$ cat config.mk
export PLATFORM = sky130hd
export DESIGN_NAME = trilateration_follow_action
export DESIGN_NICKNAME = d
export VERILOG_FILES = /design/src/tfa_pkg.sv /design/src/trilateration_follow_action.sv /design/src/tfa_mul.sv /design/src/tfa_div.sv /design/src/tfa_cordic.sv /design/src/tfa_sqrt.sv
export SDC_FILE = /design/constraint.sdc
export NUM_CORES = 2
export LEC_CHECK = 0
export BUFFER_PORTS_ARGS = -buffer_cell sky130_fd_sc_hd__buf_2
export CAP_MARGIN = 20
export CORE_AREA = 4 4 430 432
export CTS_CLUSTER_SIZE = 14
export DETAILED_ROUTE_END_ITERATION = 12
export DIE_AREA = 0 0 434 436
export GPL_ROUTABILITY_DRIVEN = 0
export PLACE_DENSITY_LB_ADDON = 0.15
export SLEW_MARGIN = 20
export SYNTH_ARGS = -nofsm -noshare
export SYNTH_HDL_FRONTEND = slang
export SYNTH_SLANG_ARGS = --single-unit
$ cat constraint.sdc
create_clock -name clk -period 8.9 [get_ports clk]
set_clock_uncertainty 0.1 [all_clocks]
set_input_delay 2.67 -clock clk [delete_from_list [all_inputs] [get_ports clk]]
set_output_delay 2.67 -clock clk [all_outputs]
set_load 0.01 [all_outputs]
$ cat src/tfa_pkg.sv
// Shared widths, constants and the arctangent table for the trilateration block.
package tfa_pkg;

  localparam int CFG_W  = 15;   // anchor coordinate
  localparam int RNG_W  = 17;   // measured range
  localparam int POS_W  = 21;   // solved coordinate
  localparam int HDG_W  = 16;   // heading in centidegrees
  localparam int ACT_W  = 3;
  localparam int ACC_W  = 60;   // product accumulator
  localparam int MUL_AW = 38;   // multiplicand
  localparam int MUL_BW = 22;   // multiplier, one bit per cycle
  localparam int SQ_W   = 44;   // x*x + y*y
  localparam int ANG_W  = 26;   // angle, 1/256 centidegree
  localparam int STEP_W = 5;

  localparam int CORDIC_STEPS_DEF = 16;
  localparam int CORDIC_TAB_LEN   = 24;

  localparam int POS_LIMIT = 1000000;
  localparam int ANG_HALF  = 4608000;
  localparam int ANG_FULL  = 9216000;
  localparam int HDG_FULL  = 36000;

  localparam int FWD_MAX_CD    = 1500;
  localparam int FWD_MIN_CD    = 34500;
  localparam int RIGHT_MIN_CD  = 3000;
  localparam int TURN_SPLIT_CD = 18000;
  localparam int LEFT_MAX_CD   = 33000;
  localparam longint DIST_ENTER_SQ = 2700 * 2700;
  localparam longint DIST_EXIT_SQ  = 2300 * 2300;
  localparam longint BACK_ENTER_SQ = 1000 * 1000;
  localparam longint BACK_EXIT_SQ  = 1300 * 1300;

  localparam logic [ACT_W-1:0] ACT_HOLD  = 3'd0;
  localparam logic [ACT_W-1:0] ACT_FWD   = 3'd1;
  localparam logic [ACT_W-1:0] ACT_BACK  = 3'd2;
  localparam logic [ACT_W-1:0] ACT_LEFT  = 3'd3;
  localparam logic [ACT_W-1:0] ACT_RIGHT = 3'd4;

  localparam logic [2:0] CFG_AX = 3'd0;
  localparam logic [2:0] CFG_AY = 3'd1;
  localparam logic [2:0] CFG_BX = 3'd2;
  localparam logic [2:0] CFG_BY = 3'd3;
  localparam logic [2:0] CFG_CX = 3'd4;
  localparam logic [2:0] CFG_CY = 3'd5;

  function automatic logic [20:0] atan_lut(input logic [4:0] i);
    logic [20:0] r;
    unique case (i)
      5'd0:  r = 21'd1152000;
      5'd1:  r = 21'd680065;
      5'd2:  r = 21'd359328;
      5'd3:  r = 21'd182400;
      5'd4:  r = 21'd91554;
      5'd5:  r = 21'd45822;
      5'd6:  r = 21'd22916;
      5'd7:  r = 21'd11459;
      5'd8:  r = 21'd5730;
      5'd9:  r = 21'd2865;
      5'd10: r = 21'd1432;
      5'd11: r = 21'd716;
      5'd12: r = 21'd358;
      5'd13: r = 21'd179;
      5'd14: r = 21'd90;
      5'd15: r = 21'd45;
      5'd16: r = 21'd22;
      5'd17: r = 21'd11;
      5'd18: r = 21'd6;
      5'd19: r = 21'd3;
      5'd20: r = 21'd1;
      5'd21: r = 21'd1;
      default: r = 21'd0;
    endcase
    return r;
  endfunction

endpackage

$ cat src/trilateration_follow_action.sv
// Top level: three-anchor trilateration with heading, range and follow action.
//
// Usage:
//   s_* stream carries one request: three anchor ranges in millimetres.
//   m_* stream returns one result per request: action, position, heading,
//   range, and the singular flag on m_tuser.
//   cfg_we/cfg_addr/cfg_data write the six anchor coordinates (indexes 0..5,
//   a_x a_y b_x b_y c_x c_y); other indexes are ignored. Write only while idle.
// Schedule:
//   One request at a time. The serial multiplier runs 20 products, the
//   divider two quotients (skipped when the determinant is zero), then
//   CORDIC and square root run side by side. The one-bit-per-cycle
//   multiplier and divider set the time per request.
// Reset:
//   Anchors return to their defaults, hysteresis flags clear, output empty.
// Stall:
//   The result sits in the output register until m_tready; s_tready rises
//   again as soon as the result is loaded, so a new request can be worked on
//   while the previous result waits. A finished request waits for the slot.
module trilateration_follow_action #(
  parameter int CORDIC_STEPS = tfa_pkg::CORDIC_STEPS_DEF
) (
  input  logic        clk,
  input  logic        rst,
  input  logic        s_tvalid,
  output logic        s_tready,
  input  logic [55:0] s_tdata,   // range_a_mm, range_b_mm, range_c_mm, zero pad
  output logic        m_tvalid,
  input  logic        m_tready,
  output logic [87:0] m_tdata,   // action, pos_x_mm, pos_y_mm, heading_cdeg, range_mm, pad
  output logic [0:0]  m_tuser,   // singular
  input  logic        cfg_we,
  input  logic [2:0]  cfg_addr,
  input  logic [tfa_pkg::CFG_W-1:0] cfg_data
);
  import tfa_pkg::*;

  localparam logic [2:0] S_IDLE = 3'd0;
  localparam logic [2:0] S_MUL  = 3'd1;
  localparam logic [2:0] S_DIVX = 3'd2;
  localparam logic [2:0] S_DIVY = 3'd3;
  localparam logic [2:0] S_CORD = 3'd4;
  localparam logic [2:0] S_ACT  = 3'd5;

  // product program: c = 0..5, f = 6..11, det = 12..13, num_x = 14..15,
  // num_y = 16..17, x*x + y*y = 18..19
  localparam logic [STEP_W-1:0] ST_C_END  = 5'd5;
  localparam logic [STEP_W-1:0] ST_F_END  = 5'd11;
  localparam logic [STEP_W-1:0] ST_D_END  = 5'd13;
  localparam logic [STEP_W-1:0] ST_NX_END = 5'd15;
  localparam logic [STEP_W-1:0] ST_NY_END = 5'd17;
  localparam logic [STEP_W-1:0] ST_SQ     = 5'd18;
  localparam logic [STEP_W-1:0] ST_LAST   = 5'd19;

  logic [2:0] state;
  logic [STEP_W-1:0] step;
  logic kick, dkick, ckick;

  logic signed [CFG_W-1:0] ax, ay, bx, by, cx, cy;
  logic [RNG_W-1:0] ra, rb, rc;

  // linearized system coefficients
  logic signed [CFG_W:0] dba_x, dba_y, dcb_x, dcb_y;
  logic signed [CFG_W+1:0] co_a, co_b, co_d, co_e;
  assign dba_x = {bx[CFG_W-1], bx} - {ax[CFG_W-1], ax};
  assign dba_y = {by[CFG_W-1], by} - {ay[CFG_W-1], ay};
  assign dcb_x = {cx[CFG_W-1], cx} - {bx[CFG_W-1], bx};
  assign dcb_y = {cy[CFG_W-1], cy} - {by[CFG_W-1], by};
  assign co_a = {dba_x, 1'b0};
  assign co_b = {dba_y, 1'b0};
  assign co_d = {dcb_x, 1'b0};
  assign co_e = {dcb_y, 1'b0};

  logic signed [MUL_AW-1:0] c_r, f_r;
  logic signed [ACC_W-1:0] det_r, numx_r, numy_r;
  logic [SQ_W-1:0] s_r;
  logic signed [POS_W-1:0] x_r, y_r;
  logic sing_r;
  logic [HDG_W-1:0] h_r;
  logic [POS_W-1:0] rng_r;
  logic cg, sg;
  logic turning, forward, backward;

  // operand select
  logic signed [MUL_AW-1:0] mul_a;
  logic signed [MUL_BW-1:0] mul_b;
  logic mul_sub, mul_clr;

  function automatic logic signed [MUL_AW-1:0] sa15(input logic signed [CFG_W-1:0] v);
    return MUL_AW'(v);
  endfunction
  function automatic logic signed [MUL_BW-1:0] sb15(input logic signed [CFG_W-1:0] v);
    return MUL_BW'(v);
  endfunction

  always_comb begin
    mul_a = '0;
    mul_b = '0;
    unique case (step)
      5'd0, 5'd6:  begin mul_a = MUL_AW'(ra); mul_b = MUL_BW'(ra); end
      5'd1, 5'd7:  begin
        mul_a = (step == 5'd1) ? MUL_AW'(rb) : MUL_AW'(rc);
        mul_b = (step == 5'd1) ? MUL_BW'(rb) : MUL_BW'(rc);
      end
      5'd2:  begin mul_a = sa15(ax); mul_b = sb15(ax); end
      5'd3:  begin mul_a = sa15(ay); mul_b = sb15(ay); end
      5'd4, 5'd8:  begin mul_a = sa15(bx); mul_b = sb15(bx); end
      5'd5, 5'd9:  begin mul_a = sa15(by); mul_b = sb15(by); end
      5'd10: begin mul_a = sa15(cx); mul_b = sb15(cx); end
      5'd11: begin mul_a = sa15(cy); mul_b = sb15(cy); end
      5'd12: begin mul_a = MUL_AW'(co_a); mul_b = MUL_BW'(co_e); end
      5'd13: begin mul_a = MUL_AW'(co_b); mul_b = MUL_BW'(co_d); end
      5'd14: begin mul_a = c_r; mul_b = MUL_BW'(co_e); end
      5'd15: begin mul_a = f_r; mul_b = MUL_BW'(co_b); end
      5'd16: begin mul_a = f_r; mul_b = MUL_BW'(co_a); end
      5'd17: begin mul_a = c_r; mul_b = MUL_BW'(co_d); end
      5'd18: begin mul_a = MUL_AW'(x_r); mul_b = MUL_BW'(x_r); end
      5'd19: begin mul_a = MUL_AW'(y_r); mul_b = MUL_BW'(y_r); end
      default: ;
    endcase
    // step 6 takes rb, not ra
    if (step == 5'd6) begin
      mul_a = MUL_AW'(rb);
      mul_b = MUL_BW'(rb);
    end
    mul_sub = (step == 5'd1) || (step == 5'd2) || (step == 5'd3) || (step == 5'd7) ||
              (step == 5'd8) || (step == 5'd9) || (step == 5'd13) || (step == 5'd15) ||
              (step == 5'd17);
    mul_clr = (step == 5'd0) || (step == 5'd6) || (step == 5'd12) || (step == 5'd14) ||
              (step == 5'd16) || (step == ST_SQ);
  end

  logic signed [ACC_W-1:0] acc;
  logic mul_done;
  tfa_mul u_mul (
    .clk(clk), .rst(rst), .start(kick), .clr(mul_clr), .sub(mul_sub),
    .a(mul_a), .b(mul_b), .acc(acc), .done(mul_done)
  );

  logic signed [POS_W-1:0] div_q;
  logic div_done;
  tfa_div u_div (
    .clk(clk), .rst(rst), .start(dkick),
    .num((state == S_DIVX) ? numx_r : numy_r), .den(det_r),
    .q(div_q), .done(div_done)
  );

  logic [HDG_W-1:0] cord_h;
  logic cord_done;
  tfa_cordic #(.STEPS(CORDIC_STEPS)) u_cordic (
    .clk(clk), .rst(rst), .start(ckick), .x(x_r), .y(y_r),
    .h(cord_h), .done(cord_done)
  );

  logic [POS_W-1:0] sq_r;
  logic sq_done;
  tfa_sqrt u_sqrt (
    .clk(clk), .rst(rst), .start(ckick), .s(s_r), .r(sq_r), .done(sq_done)
  );

  // follow action with hysteresis
  logic ahead, right, left, go;
  logic turning_next, forward_next, backward_next;
  logic [ACT_W-1:0] act;
  always_comb begin
    ahead = (h_r <= HDG_W'(FWD_MAX_CD)) || (h_r >= HDG_W'(FWD_MIN_CD));
    right = (h_r > HDG_W'(RIGHT_MIN_CD)) && (h_r <= HDG_W'(TURN_SPLIT_CD));
    left  = (h_r >= HDG_W'(TURN_SPLIT_CD)) && (h_r < HDG_W'(LEFT_MAX_CD));
    turning_next  = turning;
    forward_next  = forward;
    backward_next = backward;
    act = ACT_HOLD;
    go  = 1'b0;
    if (turning && !ahead) begin
      // dead band between the turn sectors holds
      act = right ? ACT_RIGHT : (left ? ACT_LEFT : ACT_HOLD);
    end else begin
      if (turning) turning_next = 1'b0;
      if (right) begin
        turning_next = 1'b1;
        act = ACT_RIGHT;
      end else if (left) begin
        turning_next = 1'b1;
        act = ACT_LEFT;
      end else if (backward) begin
        if (s_r > SQ_W'(BACK_EXIT_SQ)) begin
          backward_next = 1'b0;
          go = 1'b1;
        end else begin
          act = ACT_BACK;
        end
      end else if (s_r < SQ_W'(BACK_ENTER_SQ)) begin
        backward_next = 1'b1;
        act = ACT_BACK;
      end else begin
        go = 1'b1;
      end
      if (go) begin
        if (forward) begin
          if (s_r < SQ_W'(DIST_EXIT_SQ)) begin
            forward_next = 1'b0;
            act = ACT_HOLD;
          end else begin
            act = ACT_FWD;
          end
        end else if (s_r > SQ_W'(DIST_ENTER_SQ)) begin
          forward_next = 1'b1;
          act = ACT_FWD;
        end
      end
    end
  end

  // result register takes a new result when empty or being drained
  logic load;
  assign load = (state == S_ACT) && (!m_tvalid || m_tready);

  assign s_tready = (state == S_IDLE);

  // anchor registers
  always_ff @(posedge clk) begin
    if (rst) begin
      ax <= -15'sd250;
      ay <= '0;
      bx <= 15'sd250;
      by <= '0;
      cx <= '0;
      cy <= -15'sd550;
    end else if (cfg_we) begin
      unique case (cfg_addr)
        CFG_AX: ax <= cfg_data;
        CFG_AY: ay <= cfg_data;
        CFG_BX: bx <= cfg_data;
        CFG_BY: by <= cfg_data;
        CFG_CX: cx <= cfg_data;
        CFG_CY: cy <= cfg_data;
        default: ;
      endcase
    end
  end

  always_ff @(posedge clk) begin
    if (rst) begin
      state    <= S_IDLE;
      step     <= '0;
      kick     <= 1'b0;
      dkick    <= 1'b0;
      ckick    <= 1'b0;
      cg       <= 1'b0;
      sg       <= 1'b0;
      m_tvalid <= 1'b0;
      turning  <= 1'b0;
      forward  <= 1'b0;
      backward <= 1'b0;
    end else begin
      kick  <= 1'b0;
      dkick <= 1'b0;
      ckick <= 1'b0;
      if (load) m_tvalid <= 1'b1;
      else if (m_tready) m_tvalid <= 1'b0;
      unique case (state)
        S_IDLE: begin
          if (s_tvalid) begin
            ra    <= s_tdata[16:0];
            rb    <= s_tdata[33:17];
            rc    <= s_tdata[50:34];
            step  <= '0;
            kick  <= 1'b1;
            state <= S_MUL;
          end
        end
        S_MUL: begin
          if (mul_done) begin
            unique case (step)
              ST_C_END:  c_r    <= acc[MUL_AW-1:0];
              ST_F_END:  f_r    <= acc[MUL_AW-1:0];
              ST_D_END:  det_r  <= acc;
              ST_NX_END: numx_r <= acc;
              ST_NY_END: numy_r <= acc;
              ST_LAST:   s_r    <= acc[SQ_W-1:0];
              default: ;
            endcase
            if (step == ST_NY_END) begin
              if (det_r == '0) begin
                x_r    <= '0;
                y_r    <= '0;
                sing_r <= 1'b1;
                step   <= ST_SQ;
                kick   <= 1'b1;
              end else begin
                sing_r <= 1'b0;
                dkick  <= 1'b1;
                state  <= S_DIVX;
              end
            end else if (step == ST_LAST) begin
              ckick <= 1'b1;
              cg    <= 1'b0;
              sg    <= 1'b0;
              state <= S_CORD;
            end else begin
              step <= step + 1'b1;
              kick <= 1'b1;
            end
          end
        end
        S_DIVX: begin
          if (div_done) begin
            x_r   <= div_q;
            dkick <= 1'b1;
            state <= S_DIVY;
          end
        end
        S_DIVY: begin
          if (div_done) begin
            y_r   <= div_q;
            step  <= ST_SQ;
            kick  <= 1'b1;
            state <= S_MUL;
          end
        end
        S_CORD: begin
          if (cord_done) begin
            h_r <= cord_h;
            cg  <= 1'b1;
          end
          if (sq_done) begin
            rng_r <= sq_r;
            sg    <= 1'b1;
          end
          if (cg && sg) state <= S_ACT;
        end
        S_ACT: begin
          if (load) begin
            m_tdata  <= {6'b0, rng_r, h_r, y_r, x_r, act};
            m_tuser  <= sing_r;
            turning  <= turning_next;
            forward  <= forward_next;
            backward <= backward_next;
            state    <= S_IDLE;
          end
        end
        default: state <= S_IDLE;
      endcase
    end
  end

  // a singular result always reports the origin
  assert property (@(posedge clk) disable iff (rst)
    m_tvalid && m_tuser[0] |-> (m_tdata[44:3] == '0))
    else $error("singular result with nonzero position");

  // heading stays below a full turn
  assert property (@(posedge clk) disable iff (rst)
    m_tvalid |-> (m_tdata[60:45] < 16'd36000))
    else $error("heading out of range");

  // product program never runs past its last step
  assert property (@(posedge clk) disable iff (rst)
    state == S_MUL |-> step <= ST_LAST)
    else $error("product step overrun");

  // divider is only started with a nonzero determinant
  assert property (@(posedge clk) disable iff (rst)
    dkick |-> det_r != '0)
    else $error("division by zero determinant");
endmodule

$ cat src/tfa_mul.sv
// Bit-serial signed multiply-accumulate, one multiplier bit per cycle.
module tfa_mul (
  input  logic clk,
  input  logic rst,
  input  logic start,
  input  logic clr,
  input  logic sub,
  input  logic signed [tfa_pkg::MUL_AW-1:0] a,
  input  logic signed [tfa_pkg::MUL_BW-1:0] b,
  output logic signed [tfa_pkg::ACC_W-1:0]  acc,
  output logic done
);
  import tfa_pkg::*;
  localparam int CW = $clog2(MUL_BW);

  logic signed [ACC_W-1:0] ar, term;
  logic [MUL_BW-1:0] br;
  logic [CW-1:0] cnt;
  logic busy, neg, last;

  assign term = br[0] ? ar : '0;
  assign last = (cnt == CW'(MUL_BW - 1));

  always_ff @(posedge clk) begin
    if (rst) begin
      busy <= 1'b0;
      done <= 1'b0;
    end else begin
      done <= 1'b0;
      if (start) begin
        ar   <= ACC_W'(a);
        br   <= b;
        cnt  <= '0;
        neg  <= sub;
        busy <= 1'b1;
        if (clr) acc <= '0;
      end else if (busy) begin
        // top bit of a two's complement multiplier weighs negative
        acc <= (last ^ neg) ? acc - term : acc + term;
        ar  <= ar <<< 1;
        br  <= br >> 1;
        cnt <= cnt + 1'b1;
        if (last) begin
          busy <= 1'b0;
          done <= 1'b1;
        end
      end
    end
  end
endmodule

$ cat src/tfa_div.sv
// Restoring divider: rounded, saturated quotient, one bit per cycle.
module tfa_div (
  input  logic clk,
  input  logic rst,
  input  logic start,
  input  logic signed [tfa_pkg::ACC_W-1:0] num,
  input  logic signed [tfa_pkg::ACC_W-1:0] den,
  output logic signed [tfa_pkg::POS_W-1:0] q,
  output logic done
);
  import tfa_pkg::*;
  localparam int NW = ACC_W + 1;
  localparam int CW = $clog2(NW);

  logic [NW-1:0] nreg, dreg;
  logic [NW:0]   rem, rem_sh;
  logic [ACC_W-1:0] na, da;
  logic [CW-1:0] cnt;
  logic [POS_W-1:0] mag;
  logic busy, neg, fits;

  assign na = num[ACC_W-1] ? ACC_W'(-num) : ACC_W'(num);
  assign da = den[ACC_W-1] ? ACC_W'(-den) : ACC_W'(den);
  assign rem_sh = {rem[NW-1:0], nreg[NW-1]};
  assign fits = rem_sh >= {1'b0, dreg};
  assign mag = (nreg > NW'(POS_LIMIT)) ? POS_W'(POS_LIMIT) : nreg[POS_W-1:0];
  assign q = neg ? -$signed(mag) : $signed(mag);

  always_ff @(posedge clk) begin
    if (rst) begin
      busy <= 1'b0;
      done <= 1'b0;
    end else begin
      done <= 1'b0;
      if (start) begin
        // (2n + d) / (2d) rounds half away from zero
        nreg <= {na, 1'b0} + NW'(da);
        dreg <= {da, 1'b0};
        rem  <= '0;
        cnt  <= '0;
        neg  <= num[ACC_W-1] ^ den[ACC_W-1];
        busy <= 1'b1;
      end else if (busy) begin
        rem  <= fits ? rem_sh - {1'b0, dreg} : rem_sh;
        nreg <= {nreg[NW-2:0], fits};
        cnt  <= cnt + 1'b1;
        if (cnt == CW'(NW - 1)) begin
          busy <= 1'b0;
          done <= 1'b1;
        end
      end
    end
  end
endmodule

$ cat src/tfa_cordic.sv
// Vectoring CORDIC for atan2(x, y), one rotation per cycle.
module tfa_cordic #(
  parameter int STEPS = tfa_pkg::CORDIC_STEPS_DEF
) (
  input  logic clk,
  input  logic rst,
  input  logic start,
  input  logic signed [tfa_pkg::POS_W-1:0] x,
  input  logic signed [tfa_pkg::POS_W-1:0] y,
  output logic [tfa_pkg::HDG_W-1:0] h,
  output logic done
);
  import tfa_pkg::*;
  localparam int IW = (STEPS > 1) ? $clog2(STEPS) : 1;
  localparam int VW = POS_W + 19;

  logic signed [VW-1:0] u, v, u0, v0;
  logic signed [ANG_W-1:0] z, zw;
  logic [ANG_W-1:0] zp;
  logic [ANG_W-9:0] hh;
  logic [IW-1:0] i;
  logic busy, fin, zero;

  assign u0 = {{3{y[POS_W-1]}}, y, 16'b0};
  assign v0 = {{3{x[POS_W-1]}}, x, 16'b0};

  always_comb begin
    if (z < 0) zw = z + ANG_W'(ANG_FULL);
    else if (z >= ANG_W'(ANG_FULL)) zw = z - ANG_W'(ANG_FULL);
    else zw = z;
    zp = zw + ANG_W'(128);
    hh = zp[ANG_W-1:8];
  end

  always_ff @(posedge clk) begin
    if (rst) begin
      busy <= 1'b0;
      fin  <= 1'b0;
      done <= 1'b0;
    end else begin
      done <= 1'b0;
      if (start) begin
        zero <= (x == '0) && (y == '0);
        if (y[POS_W-1]) begin
          u <= -u0;
          v <= -v0;
          z <= ANG_W'(ANG_HALF);
        end else begin
          u <= u0;
          v <= v0;
          z <= '0;
        end
        i    <= '0;
        busy <= 1'b1;
      end else if (busy) begin
        if (v > 0) begin
          u <= u + (v >>> i);
          v <= v - (u >>> i);
          z <= z + ANG_W'(atan_lut(5'(i)));
        end else begin
          u <= u - (v >>> i);
          v <= v + (u >>> i);
          z <= z - ANG_W'(atan_lut(5'(i)));
        end
        i <= i + 1'b1;
        if (i == IW'(STEPS - 1)) begin
          busy <= 1'b0;
          fin  <= 1'b1;
        end
      end else if (fin) begin
        fin  <= 1'b0;
        done <= 1'b1;
        if (zero) h <= '0;
        else if (hh >= (ANG_W-8)'(HDG_FULL)) h <= HDG_W'(hh - (ANG_W-8)'(HDG_FULL));
        else h <= HDG_W'(hh);
      end
    end
  end
endmodule

$ cat src/tfa_sqrt.sv
// Rounded integer square root, one result bit per cycle.
module tfa_sqrt (
  input  logic clk,
  input  logic rst,
  input  logic start,
  input  logic [tfa_pkg::SQ_W-1:0]  s,
  output logic [tfa_pkg::POS_W-1:0] r,
  output logic done
);
  import tfa_pkg::*;
  localparam int IT = SQ_W / 2;
  localparam int CW = $clog2(IT);

  logic [SQ_W-1:0] sr, rr, bitr, trial;
  logic [CW-1:0] cnt;
  logic busy, fin;

  assign trial = rr + bitr;
  assign r = rr[POS_W-1:0];

  always_ff @(posedge clk) begin
    if (rst) begin
      busy <= 1'b0;
      fin  <= 1'b0;
      done <= 1'b0;
    end else begin
      done <= 1'b0;
      if (start) begin
        sr   <= s;
        rr   <= '0;
        bitr <= SQ_W'(1) << (SQ_W - 2);
        cnt  <= '0;
        busy <= 1'b1;
      end else if (busy) begin
        if (sr >= trial) begin
          sr <= sr - trial;
          rr <= (rr >> 1) + bitr;
        end else begin
          rr <= rr >> 1;
        end
        bitr <= bitr >> 2;
        cnt  <= cnt + 1'b1;
        if (cnt == CW'(IT - 1)) begin
          busy <= 1'b0;
          fin  <= 1'b1;
        end
      end else if (fin) begin
        fin  <= 1'b0;
        done <= 1'b1;
        if (sr > rr) rr <= rr + 1'b1;
      end
    end
  end
endmodule
==> results.ini <==
[sta]
finalSetupViolCount = 0
rsz0062_at_grt = false
max_freq_mhz = 135.0
hold_viol = 0
worst_pin_slew_ns = 1.146
slew-limit-headroom = 0.2326
drv_slew = 0
final.setup.tns_ns = 0
setup_slack_ns = 1.493
period_needed_ns = 7.407
finalCritPeriodShare = 0.8323

[logic_synthesis]
synth_seq_cells = 1231
ys_warn_count = 0
synth_cell_types = 109
synth_enable_flop_cells = 1093
avgSynthCellArea_um2 = 9.688
synth_flop_cell = edfxtp_1
synthArstFlopShare = 0
synth_seq_area_share = 0.4207
netlist_area_um2 = 84580
synth_cells = 8730

[clock_tree]
clockBufferDepth = 3
htree_num_levels = 4
clkTransAtPathRegs_ns = 0.06
post_cts_buffers = 0
cts_resized = 0
root_buffer = clkbuf_16
cts_tree = yes
cts_hold_buf = 0
clock-sinks = 1231
clkLatencyLatePin_ns = 0.80
cts_buffers = 142

[floorplan]
die_w_um = 434
die_h_um = 436
pin_count = 170
core_area_um2 = 180500
start_util = 0.4684
dieArea_um2 = 189200
rows = 156

[cells_and_area]
nNetsFinal = 9322
utilization = 0.5116
syn_to_final_growth_pct = 9.217
fill_cells = 16301
layout_common_cells = 1093 x edfxtp_1, 927 x nand2_1, 730 x nor2_1, 645 x a21oi_1, 508 x xnor2_1
instances_no_fill = 11215
final_common_cell = edfxtp_1
drive_above_1_share = 0.08539

[critical_path]
critical_path.top_delay_family = simple AND/OR/NAND/NOR gates
cp-start-kind = register
max_stage_delay_ns = 0.57
cp-end-kind = register
cp_slowest_cell = dfxtp_1
critical_path.startpoint = state[1]
cp_max_fo = 37
crit_required_ns = 9.34
reg2reg_depth = 25
crit_top_cell = a21oi_1
crit_type = register to register
cp.depth = 25
r2r_end = u_div.nreg[60]
cp.arrival_ns = 7.85
r2r-start = state[1]
reg2reg_slack_ns = 1.49
cp_num_buf_inv = 1
crit_end = u_div.nreg[60]

[route]
avgViaCountPerCell = 6.015
wl_per_cell_um = 21.38
dr.pass1.iters = 8
detail-route-antenna-nets = 0
dr.first_iter.drc_count = 6040
wl_um = 239800
drc = 0
vias = 67459

[grt]
gr-usage-met3 = 0.03152
overflow = 0
grt_pass1_vias = 63435
grt_max_degree = 90
grt_usage = 0.2451
grt_first_pass_wirelength_um = 367100
grtUsageMet2 = 0.3938
grtUsageMet1 = 0.3393
antenna_found_initial = 8
grt_busiest_layer = met2

[pwr]
p_seq_frac = 0.422
vdd_drop_max_mv = 0.1699
p_int_w = 0.01176
power_w = 0.01701
p_clk_frac = 0.351
p_leak_nw = 33.58
switching_share = 0.3088
p_switching_w = 0.005252
powerDensity_nw_per_um2 = 184.1
pwr-share-comb = 0.226

[place]
numPortBuffers = 158
hpwl_um = 181400
dp_cells = 10950
place_ws_ns = 1.524

[status]
outcome = finished, final reports clean

[hold_path]
hold_class = register to register

[job]
maxCapViolations = 0

==> synthesized netlist by cell type, types with 42 or more instances <==
| cell type | instances | share of area |
|---|---|---|
| o21ai_0 | 487 | 0.029 |
| or3_1 | 86 | 0.0064 |
| o31ai_1 | 95 | 0.0084 |
| dfxtp_1 | 138 | 0.033 |
| nor4_1 | 68 | 0.0050 |
| a21o_1 | 214 | 0.019 |
| nor2b_1 | 138 | 0.010 |
| xnor2_1 | 509 | 0.053 |
| nand2_1 | 927 | 0.041 |
| ha_1 | 507 | 0.075 |
| xor2_1 | 271 | 0.028 |
| nor2_1 | 744 | 0.033 |
| a211oi_1 | 59 | 0.0052 |
| edfxtp_1 | 1093 | 0.39 |
| mux2_2 | 81 | 0.011 |
| mux2i_1 | 152 | 0.018 |
| inv_1 | 337 | 0.015 |
| nand2b_1 | 98 | 0.0072 |
| o21bai_1 | 87 | 0.0077 |
| buf_1 | 42 | 0.0019 |
| nand3_1 | 159 | 0.0094 |
| nor3_1 | 174 | 0.010 |
| clkbuf_1 | 319 | 0.014 |
| and2_1 | 60 | 0.0044 |
| mux4_2 | 75 | 0.020 |
| and3_1 | 83 | 0.0061 |
| a21oi_1 | 646 | 0.038 |
| a31oi_1 | 130 | 0.0096 |
| o211ai_1 | 64 | 0.0057 |
| o21a_1 | 68 | 0.0060 |
| a221oi_1 | 66 | 0.0068 |
| nand4_1 | 112 | 0.0083 |
| a22oi_1 | 45 | 0.0040 |
==> registers in the layout, summed over array words and instances (netlist names), 26 cells and up, named ones only <==
register / cells
m_tdata: 82
u_div.nreg: 61
u_div.rem: 61
det_r: 60
numx_r: 60
numy_r: 60
u_div.dreg: 60
u_mul.acc: 60
u_mul.ar: 60
s_r: 44
u_sqrt.rr: 44
u_sqrt.sr: 44
u_cordic.u: 40
u_cordic.v: 40
c_r: 38
f_r: 38
u_cordic.z: 26
==> kinds of logic after synthesis <==
logic type,synth area share
AOI/OAI and AO/OA,0.1757
xor gates and xnor gates,0.08097
adders and majority gates,0.07761
buffers and inverters,0.03496
DFF,0.4207
muxes,0.05264
other,0.00004434
and+or+nand+nor,0.1574
==> worst reg2reg max path: stages, from the launching register on <==
cell and delay [ns]:
dfxtp_1 0.57, nor3b_2 0.37, buf_4 0.49, mux2i_1 0.49, nand4_1 0.28, nor4_2 0.43, o221ai_1 0.23, nor2_1 0.23
o221ai_1 0.21, a21oi_1 0.25, o21a_1 0.29, and2_1 0.37, a31oi_1 0.15, xnor2_1 0.17, ha_1 0.42, a21oi_1 0.11
nor2b_1 0.11, o21ai_0 0.08, nand2b_1 0.14, nor2_1 0.06, and3_1 0.20, o31a_1 0.32, a21oi_1 0.31, a311o_1 0.37
a21oi_1 0.10, or3_1 0.31
==> power by group through the flow <==
stage	clock network, W	registers [W]	logic, W
3_3_place_gp	0	0.00729	0.00373
2_1_floorplan	0	0.00708	0.00298
6_report	0.00597	0.00719	0.00385
3_5_place_dp	0	0.00730	0.00380
4_1_cts	0.00612	0.00718	0.00382
5_1_grt	0.00635	0.00722	0.00428
==> layout make-up <==
type                       count  area [µm²]  share of cell area
multi-input combinational   6759       46260              0.5008
sequential                  1231       35600              0.3854
clock buffer                 166        3737             0.04046
tap                         2370        2965             0.03210
timing repair buffer         245        1459             0.01579
inverter                     346        1301             0.01409
clock inverter                95        1041             0.01127
antenna                        3       7.507          0.00008127
==> layer usage <==
layer | up-vias | wire, µm
met2 | 2168 | 109900
met5 | - | 0
met1 | 32411 | 105600
li1 | 32410 | -
met3 | 470 | 14890
met4 | 0 | 9519
==> stage by stage <==
stage	hold slack, ns	instance area (µm²)
2_1_floorplan	0.3003	84600
3_3_place_gp	0.3009	87560
3_5_place_dp	0.3045	87560
4_1_cts	0.3142	92340
6_report	0.3136	92370
5_1_grt	0.3252	92370
==> worst min-delay path by stage <==
stage	slack (ns)	to	cells past startpoint	start
floorplan	0.30	h_r[0]	0	u_cordic.h[0]
global placement	0.30	h_r[12]	0	u_cordic.h[12]
detailed placement	0.30	h_r[2]	0	u_cordic.h[2]
CTS	0.31	h_r[8]	0	u_cordic.h[8]
global route	0.33	m_tdata[77]	0	rng_r[16]
finish	0.31	h_r[8]	0	u_cordic.h[8]
Power figures use the tool's default switching activity.
